==> src/rtl/prlt_pkg.sv <==
`default_nettype none
// ----------------------------------------------------------------------------
// prlt_pkg
// Types and constants shared by the prefix rights lookup table modules.
// ----------------------------------------------------------------------------
package prlt_pkg;

    // request kinds
    localparam logic [1:0] KIND_CLEAR  = 2'd0;
    localparam logic [1:0] KIND_INSERT = 2'd1;
    localparam logic [1:0] KIND_LOOKUP = 2'd2;

    // result status codes
    localparam logic [1:0] STATUS_OK      = 2'd0;
    localparam logic [1:0] STATUS_FULL    = 2'd1;
    localparam logic [1:0] STATUS_BAD_LEN = 2'd2;

    // longest legal prefix per family
    localparam logic [7:0] MAX_LEN_V4 = 8'd32;
    localparam logic [7:0] MAX_LEN_V6 = 8'd128;

    typedef struct packed {
        logic [1:0]  kind;
        logic        family;
        logic [63:0] addr_high;
        logic [63:0] addr_low;
        logic [7:0]  pfx_len;
        logic [7:0]  source_tag;
        logic        update_right;
        logic [1:0]  mirror_right;
    } t_req;

    typedef struct packed {
        logic [1:0] status;
        logic       found;
        logic       update_allowed;
        logic [1:0] mirror_allowed;
    } t_rsp;

    // one stored table entry; rights bit 0 is update, bits 2..1 mirror
    typedef struct packed {
        logic [63:0] prefix_high;
        logic [63:0] prefix_low;
        logic [7:0]  length;
        logic        family;
        logic [7:0]  source;
        logic [2:0]  rights;
    } t_entry;

    localparam int ENTRY_W = $bits(t_entry);

    // controller to datapath
    typedef struct packed {
        logic       load_req;
        logic       clear;
        logic       write;
        logic       scan_init;
        logic       scan_step;
        logic       res_set;
        logic [1:0] res_status;
        logic       res_found;
    } t_dp_cmd;

    // datapath to controller
    typedef struct packed {
        logic [1:0] kind;
        logic       full;
        logic       len_ok;
        logic       empty;
        logic       cmp_valid;
        logic       cmp_last;
        logic       hit;
    } t_dp_status;

endpackage
`default_nettype wire

==> src/rtl/prlt_ctrl.sv <==
`default_nettype none
// ----------------------------------------------------------------------------
// prlt_ctrl
// Controller: request decode, table scan sequencing and result strobe.
// ----------------------------------------------------------------------------
module prlt_ctrl
    import prlt_pkg::*;
(
    input  wire logic       i_clk,
    input  wire logic       i_rst_n,
    input  wire logic       i_start,
    input  wire t_dp_status i_sts,
    output t_dp_cmd         o_cmd,
    output logic            o_busy,
    output logic            o_strobe
);

    localparam logic [1:0] S_IDLE = 2'd0;
    localparam logic [1:0] S_EXEC = 2'd1;
    localparam logic [1:0] S_SCAN = 2'd2;
    localparam logic [1:0] S_RESP = 2'd3;

    logic [1:0] r_state;
    logic [1:0] n_state;

    always_comb begin
        n_state = r_state;
        o_cmd   = '0;
        case (r_state)
            S_IDLE: begin
                if (i_start) begin
                    o_cmd.load_req = 1'b1;
                    n_state        = S_EXEC;
                end
            end
            S_EXEC: begin
                n_state = S_RESP;
                case (i_sts.kind)
                    KIND_CLEAR: begin
                        o_cmd.clear      = 1'b1;
                        o_cmd.res_set    = 1'b1;
                        o_cmd.res_status = STATUS_OK;
                    end
                    KIND_INSERT: begin
                        o_cmd.res_set = 1'b1;
                        if (i_sts.full) begin
                            o_cmd.res_status = STATUS_FULL;
                        end else if (!i_sts.len_ok) begin
                            o_cmd.res_status = STATUS_BAD_LEN;
                        end else begin
                            o_cmd.write      = 1'b1;
                            o_cmd.res_status = STATUS_OK;
                        end
                    end
                    KIND_LOOKUP: begin
                        if (i_sts.empty) begin
                            o_cmd.res_set    = 1'b1;
                            o_cmd.res_status = STATUS_OK;
                        end else begin
                            o_cmd.scan_init = 1'b1;
                            n_state         = S_SCAN;
                        end
                    end
                    default: begin
                        o_cmd.res_set    = 1'b1;
                        o_cmd.res_status = STATUS_OK;
                    end
                endcase
            end
            S_SCAN: begin
                // newest entry first, stop at the first hit
                if (i_sts.cmp_valid && i_sts.hit) begin
                    o_cmd.res_set    = 1'b1;
                    o_cmd.res_status = STATUS_OK;
                    o_cmd.res_found  = 1'b1;
                    n_state          = S_RESP;
                end else if (i_sts.cmp_valid && i_sts.cmp_last) begin
                    o_cmd.res_set    = 1'b1;
                    o_cmd.res_status = STATUS_OK;
                    n_state          = S_RESP;
                end else begin
                    o_cmd.scan_step = 1'b1;
                end
            end
            S_RESP: begin
                n_state = S_IDLE;
            end
            default: begin
                n_state = S_IDLE;
            end
        endcase
    end

    always_ff @(posedge i_clk) begin
        if (!i_rst_n) begin
            r_state <= S_IDLE;
        end else begin
            r_state <= n_state;
        end
    end

    assign o_busy   = (r_state != S_IDLE);
    assign o_strobe = (r_state == S_RESP);

`ifndef NO_ASSERTIONS
    a_accept_busy: assert property (@(posedge i_clk) disable iff (!i_rst_n)
        (r_state == S_IDLE && i_start) |=> o_busy)
        else $error("request accepted but controller not busy");

    a_strobe_single: assert property (@(posedge i_clk) disable iff (!i_rst_n)
        o_strobe |=> !o_strobe)
        else $error("result strobe longer than one cycle");

    a_hit_ends_scan: assert property (@(posedge i_clk) disable iff (!i_rst_n)
        (r_state == S_SCAN && i_sts.cmp_valid && i_sts.hit) |=> o_strobe)
        else $error("scan hit did not produce a result");
`endif

endmodule
`default_nettype wire

==> config.mk <==
export PLATFORM = sky130hd
export DESIGN_NAME = prlt_ctrl
export DESIGN_NICKNAME = d
export VERILOG_FILES = /design/src/rtl/prlt_pkg.sv /design/src/rtl/prlt_ctrl.sv
export SDC_FILE = /design/constraint.sdc
export NUM_CORES = 1
export LEC_CHECK = 0
export BUFFER_PORTS_ARGS = -buffer_cell sky130_fd_sc_hd__buf_2
export CELL_PAD_IN_SITES_DETAIL_PLACEMENT = 0
export CELL_PAD_IN_SITES_GLOBAL_PLACEMENT = 1
export CORE_MARGIN = 2
export CORE_UTILIZATION = 24
export CTS_CLUSTER_SIZE = 16
export DETAILED_ROUTE_END_ITERATION = 10
export PLACE_DENSITY = 0.81
export SYNTH_ARGS = -nofsm -noshare
export SYNTH_HDL_FRONTEND = slang
export SYNTH_SLANG_ARGS = --single-unit
==> constraint.sdc <==
create_clock -name i_clk -period 1.25 [get_ports i_clk]
set_input_delay 0.0625 -clock i_clk [delete_from_list [all_inputs] [get_ports i_clk]]
set_output_delay 0.0625 -clock i_clk [all_outputs]
set_load 0.05 [all_outputs]
==> impl_results.html <==
<table>
<tr><th>Metric</th><th>Value</th></tr>
<tr><th colspan="2">Run status</th></tr>
<tr><td>Status</td><td>finished, violations left</td></tr>
<tr><td>Violated checks</td><td>negative setup slack</td></tr>
<tr><th colspan="2">Placement</th></tr>
<tr><td>Placed Area</td><td>547 um2</td></tr>
<tr><td>Placer Congestion</td><td>between 0.7 and 0.8</td></tr>
<tr><td>Count of input and output buffers</td><td>21</td></tr>
<tr><td>Dpl hpwl</td><td>about 710 um</td></tr>
<tr><th colspan="2">Synth</th></tr>
<tr><td>Most area-hungry cell type in the Yosys netlist</td><td>sky130_fd_sc_hd__ha_1</td></tr>
<tr><td>Count of flip-flops with a built-in enable after synthesis</td><td>0</td></tr>
<tr><td>Top-area cell type share of the netlist area</td><td>0.285</td></tr>
<tr><td>Arithmetic-cell share of the synthesized area counting full adders, half adders and majority gates</td><td>0.285</td></tr>
<tr><td>Multiplexer share of the synthesized area</td><td>0</td></tr>
<tr><td>Post-synth net total</td><td>63</td></tr>
<tr><td>Sequential element share of the synthesized area</td><td>0.114</td></tr>
<tr><td>Largest family of logic cells by synthesized area</td><td>adder cells</td></tr>
<tr><td>Leading cell type by number of instances after synthesis</td><td>sky130_fd_sc_hd__ha_1</td></tr>
<tr><td>Gate count of the mapped netlist</td><td>44</td></tr>
<tr><td>Syn. warnings</td><td>0</td></tr>
<tr><td>Distinct cell type count after synthesis</td><td>21</td></tr>
<tr><td>Primary FF master, synth</td><td>sky130_fd_sc_hd__dfxtp_1</td></tr>
<tr><td>XOR/XNOR share of the synthesized area</td><td>0</td></tr>
<tr><td>Syn avg cell area</td><td>7.99 um2</td></tr>
<tr><td>Cells taking the most area after synthesis</td><td>sky130_fd_sc_hd__ha_1 28%, sky130_fd_sc_hd__dfxtp_1 11%, sky130_fd_sc_hd__inv_1 7.5%</td></tr>
<tr><td>Register bit count reported by yosys</td><td>2</td></tr>
<tr><td>Post-synthesis cell area</td><td>between 300 and 400 um2</td></tr>
<tr><td>Area fraction in compound gates after synthesis</td><td>0.256</td></tr>
<tr><td>Ranking of synthesized cells by instance count</td><td>8 x sky130_fd_sc_hd__ha_1, 7 x sky130_fd_sc_hd__inv_1, 4 x sky130_fd_sc_hd__nor2_1</td></tr>
<tr><td>Async set or reset register ratio after synthesis</td><td>0</td></tr>
<tr><td>Simple-gate share of the synthesized area</td><td>0.260</td></tr>
<tr><th colspan="2">Cells and area</th></tr>
<tr><td>Final cell utilization of the core</td><td>0.532</td></tr>
<tr><td>Total area of multi-input combinational cells</td><td>388 um2</td></tr>
<tr><td>Number of inserted diodes</td><td>0</td></tr>
<tr><td>Number of flip-flops in the largest register</td><td>2</td></tr>
<tr><td>Fillers</td><td>roughly 130</td></tr>
<tr><td>Storage cell area</td><td>about 48 um2</td></tr>
<tr><td>Number of nets in the layout</td><td>93</td></tr>
<tr><td>Fraction of layout instances using a drive strength above 1</td><td>0.667</td></tr>
<tr><td>Cell area after layout</td><td>709 um2</td></tr>
<tr><td>Largest registers</td><td>r_state x2</td></tr>
<tr><td>Register bank with the most flops</td><td>r_state</td></tr>
<tr><td>Relative area change from synthesis to final layout</td><td>102%</td></tr>
<tr><th colspan="2">Timing</th></tr>
<tr><td>Final setup viols</td><td>6</td></tr>
<tr><td>Setup TNS Final</td><td>-0.420 ns</td></tr>
<tr><td>Final hold violations</td><td>0</td></tr>
<tr><td>Post-route fraction of the period consumed by the critical path</td><td>1.10</td></tr>
<tr><td>Upper clock frequency limit</td><td>725 MHz</td></tr>
<tr><td>Clock Skews</td><td>0.00807 ns</td></tr>
<tr><td>Final period demand of the worst path</td><td>approximately 1.4 ns</td></tr>
<tr><td>Worst slew margin relative to its limit</td><td>0.849</td></tr>
<tr><td>Unrepaired setup endpoints after global routing</td><td>true</td></tr>
<tr><td>Transition time at the pin with the least slew margin</td><td>0.224 ns</td></tr>
<tr><td>Min setup slack post-route</td><td>-0.128 ns</td></tr>
<tr><td>Final Max Tran Viols</td><td>0</td></tr>
<tr><th colspan="2">Clocking</th></tr>
<tr><td>Clock transition at the register clock pins on the worst setup and hold paths after CTS</td><td>0.03 ns</td></tr>
<tr><td>Clock net sink count</td><td>2</td></tr>
<tr><td>CTS tree</td><td>yes</td></tr>
<tr><td>Insertion delay to the later sink of the worst-skew pair</td><td>0.23 ns</td></tr>
<tr><td>Maximum level of the CTS H-tree</td><td>1</td></tr>
<tr><td>Number of buffers inserted for hold repair after clock tree synthesis</td><td>0</td></tr>
<tr><td>Longest Clk Path Bufs</td><td>2</td></tr>
<tr><td>Root Buffer Master</td><td>sky130_fd_sc_hd__clkbuf_4</td></tr>
<tr><td>Clock buffer count from CTS</td><td>3</td></tr>
<tr><th colspan="2">Global routing</th></tr>
<tr><td>All-layer global routing usage</td><td>0.105</td></tr>
<tr><td>Via count of the first global-routing pass</td><td>371</td></tr>
<tr><td>Maximum number of pins on one net before global-route repair</td><td>6</td></tr>
<tr><td>Aggregate global routing overflow</td><td>0</td></tr>
<tr><td>Global-route wire length before repair</td><td>1.41 mm</td></tr>
<tr><td>Number of antenna violations at the first check in global routing</td><td>0</td></tr>
<tr><th colspan="2">Detailed routing</th></tr>
<tr><td>Total number of vias</td><td>400</td></tr>
<tr><td>First-pass DRT Iterations</td><td>3</td></tr>
<tr><td>DRC marker count from the first detailed-route iteration</td><td>2</td></tr>
<tr><td>WL/cell</td><td>10.8 um</td></tr>
<tr><td>Wire length reported by the detailed router</td><td>938 um</td></tr>
<tr><td>Mean number of vias per cell</td><td>4.60</td></tr>
<tr><td>Antenna-violating nets left</td><td>0</td></tr>
<tr><td>DR DRC count</td><td>0</td></tr>
<tr><th colspan="2">Pwr</th></tr>
<tr><td>IR Drop Worst-Case VDD</td><td>0.612 mV</td></tr>
<tr><td>Total Power</td><td>1.47 mW</td></tr>
<tr><td>Leak</td><td>0.352 nW</td></tr>
<tr><td>Areal power density over the cells</td><td>2070 nW/um2</td></tr>
<tr><th colspan="2">Setup path</th></tr>
<tr><td>Worst path arrival time</td><td>1.32 ns</td></tr>
<tr><td>Maximum fanout encountered on the critical timing path</td><td>4</td></tr>
<tr><td>Length in cells of the worst reg-to-reg path</td><td>4</td></tr>
<tr><td>Ordered cell list for the critical path</td><td>inv_6 -&gt; ha_4 -&gt; inv_2 -&gt; a31oi_1 -&gt; o21a_2 -&gt; buf_8</td></tr>
<tr><td>Cell family contributing the most delay on the critical path</td><td>flip-flops</td></tr>
<tr><td>Crit path required time</td><td>around 1.2 ns</td></tr>
<tr><td>Slowest stage cell, crit path</td><td>sky130_fd_sc_hd__dfxtp_4</td></tr>
<tr><td>Max stage delay on crit path</td><td>0.36 ns</td></tr>
<tr><td>CP Capture Type</td><td>primary output</td></tr>
<tr><td>Startpoint-to-endpoint class of the critical path</td><td>flop to primary output</td></tr>
<tr><td>Critical path depth</td><td>6</td></tr>
<tr><td>Critical Path Start Type</td><td>flop</td></tr>
<tr><td>Buf/Inv on CP</td><td>3</td></tr>
<tr><th colspan="2">Min path</th></tr>
<tr><td>Hold crit path type</td><td>primary input to flop</td></tr>
<tr><td>Worst hold stages</td><td>2</td></tr>
<tr><th colspan="2">Floorplanning</th></tr>
<tr><td>Number of core rows</td><td>13</td></tr>
<tr><td>Core box area</td><td>1330 um2</td></tr>
<tr><td>Die Outline Area</td><td>around 1800 um2</td></tr>
<tr><td>Horizontal die dimension</td><td>42.3 um</td></tr>
<tr><td>Top-level port count</td><td>22</td></tr>
<tr><td>Initial core utilization</td><td>0.264</td></tr>
<tr><td>Vertical die dimension</td><td>~42 um</td></tr>
<tr><th colspan="2">Job</th></tr>
<tr><td>Max_cap viols</td><td>0</td></tr>
</table>
## final timing paths
check,from,end,slack (ns)
worst max register to register,r_state[0],r_state[0],-0.04
worst max-delay path,r_state[1],o_cmd[3],-0.13
worst min-delay path,i_rst_n,r_state[0],0.08
worst min register to register,r_state[1],r_state[1],0.66
## per-layer routing
| metal | track usage | part of all wire |
|---|---|---|
| met1 | 0.107 | 0.39 |
| met2 | 0.175 | 0.51 |
| met3 | 0.0259 | 0.076 |
| met4 | 0.0938 | 0.018 |
| met5 | 0 | 0 |
## stage by stage
stage | hold WS, ns | worst slack (ns) | cells
2_1_floorplan | 0.184 | -0.0169 | 44
3_3_place_gp | 0.322 | -0.0783 | 83
3_5_place_dp | 0.327 | -0.0758 | 83
4_1_cts | 0.0774 | -0.134 | 87
5_1_grt | 0.0778 | -0.208 | 87
6_report | 0.0760 | -0.128 | 87
## kinds of logic after synthesis
kind of cell | Yosys count
simple gates | 16
fa+ha+maj | 8
flops | 2
compound gates | 10
buf+inv | 8
## layout make-up
type / count / share of cell area
Timing Repair Buffer: 25 / 0.275
Sequential cell: 2 / 0.0670
Inverter: 8 / 0.0529
Multi-Input combinational cell: 34 / 0.547
Tap cell: 15 / 0.0265
Clock buffer: 3 / 0.0317
## power breakdown
group	leakage [nW]	total (mW)	internal (mW)	switching (mW)
Sequential	0.0178	0.176	0.114	0.0627
Combinational	0.320	1.14	0.497	0.646
Clock	0.0138	0.150	0.106	0.0436
Total	0.352	1.47	0.717	0.752
## cell usage in the layout, fill, tap and decap left out
| cell | instances |
|---|---|
| sky130_fd_sc_hd__buf_6 | 6 |
| sky130_fd_sc_hd__ha_4 | 3 |
| sky130_fd_sc_hd__o21a_1 | 1 |
| sky130_fd_sc_hd__dfxtp_4 | 2 |
| sky130_fd_sc_hd__buf_8 | 2 |
| sky130_fd_sc_hd__o311a_1 | 1 |
| sky130_fd_sc_hd__o211a_1 | 1 |
| sky130_fd_sc_hd__nor2_4 | 3 |
| sky130_fd_sc_hd__nand2_4 | 1 |
| sky130_fd_sc_hd__inv_1 | 5 |
| sky130_fd_sc_hd__nor3b_4 | 1 |
| sky130_fd_sc_hd__o21a_2 | 1 |
| sky130_fd_sc_hd__clkbuf_4 | 3 |
| sky130_fd_sc_hd__inv_4 | 1 |
| sky130_fd_sc_hd__a211o_1 | 1 |
| sky130_fd_sc_hd__nor2_1 | 1 |
| sky130_fd_sc_hd__nor3b_2 | 1 |
| sky130_fd_sc_hd__inv_2 | 1 |
| sky130_fd_sc_hd__nor2b_1 | 1 |
| sky130_fd_sc_hd__a21boi_1 | 1 |
| sky130_fd_sc_hd__o31ai_1 | 1 |
| sky130_fd_sc_hd__and2_1 | 2 |
| sky130_fd_sc_hd__buf_4 | 5 |
| sky130_fd_sc_hd__inv_6 | 1 |
| sky130_fd_sc_hd__nor2b_4 | 1 |
| sky130_fd_sc_hd__o221ai_1 | 1 |
| sky130_fd_sc_hd__o41ai_2 | 1 |
| sky130_fd_sc_hd__nor3_4 | 1 |
| sky130_fd_sc_hd__and3_1 | 1 |
| sky130_fd_sc_hd__nand2_2 | 1 |
| sky130_fd_sc_hd__nand2_1 | 1 |
| sky130_fd_sc_hd__a31oi_1 | 1 |
| sky130_fd_sc_hd__nand2b_4 | 1 |
| sky130_fd_sc_hd__buf_2 | 12 |
| sky130_fd_sc_hd__ha_1 | 5 |
## repair_timing
item | in CTS | in global routing
buffers inserted | 1 | 0
gates resized for setup | 26 | 9
pin swaps | 5 | 4
endpoints found under the setup margin | 10 | 12
(Power assumes the default switching activity.)
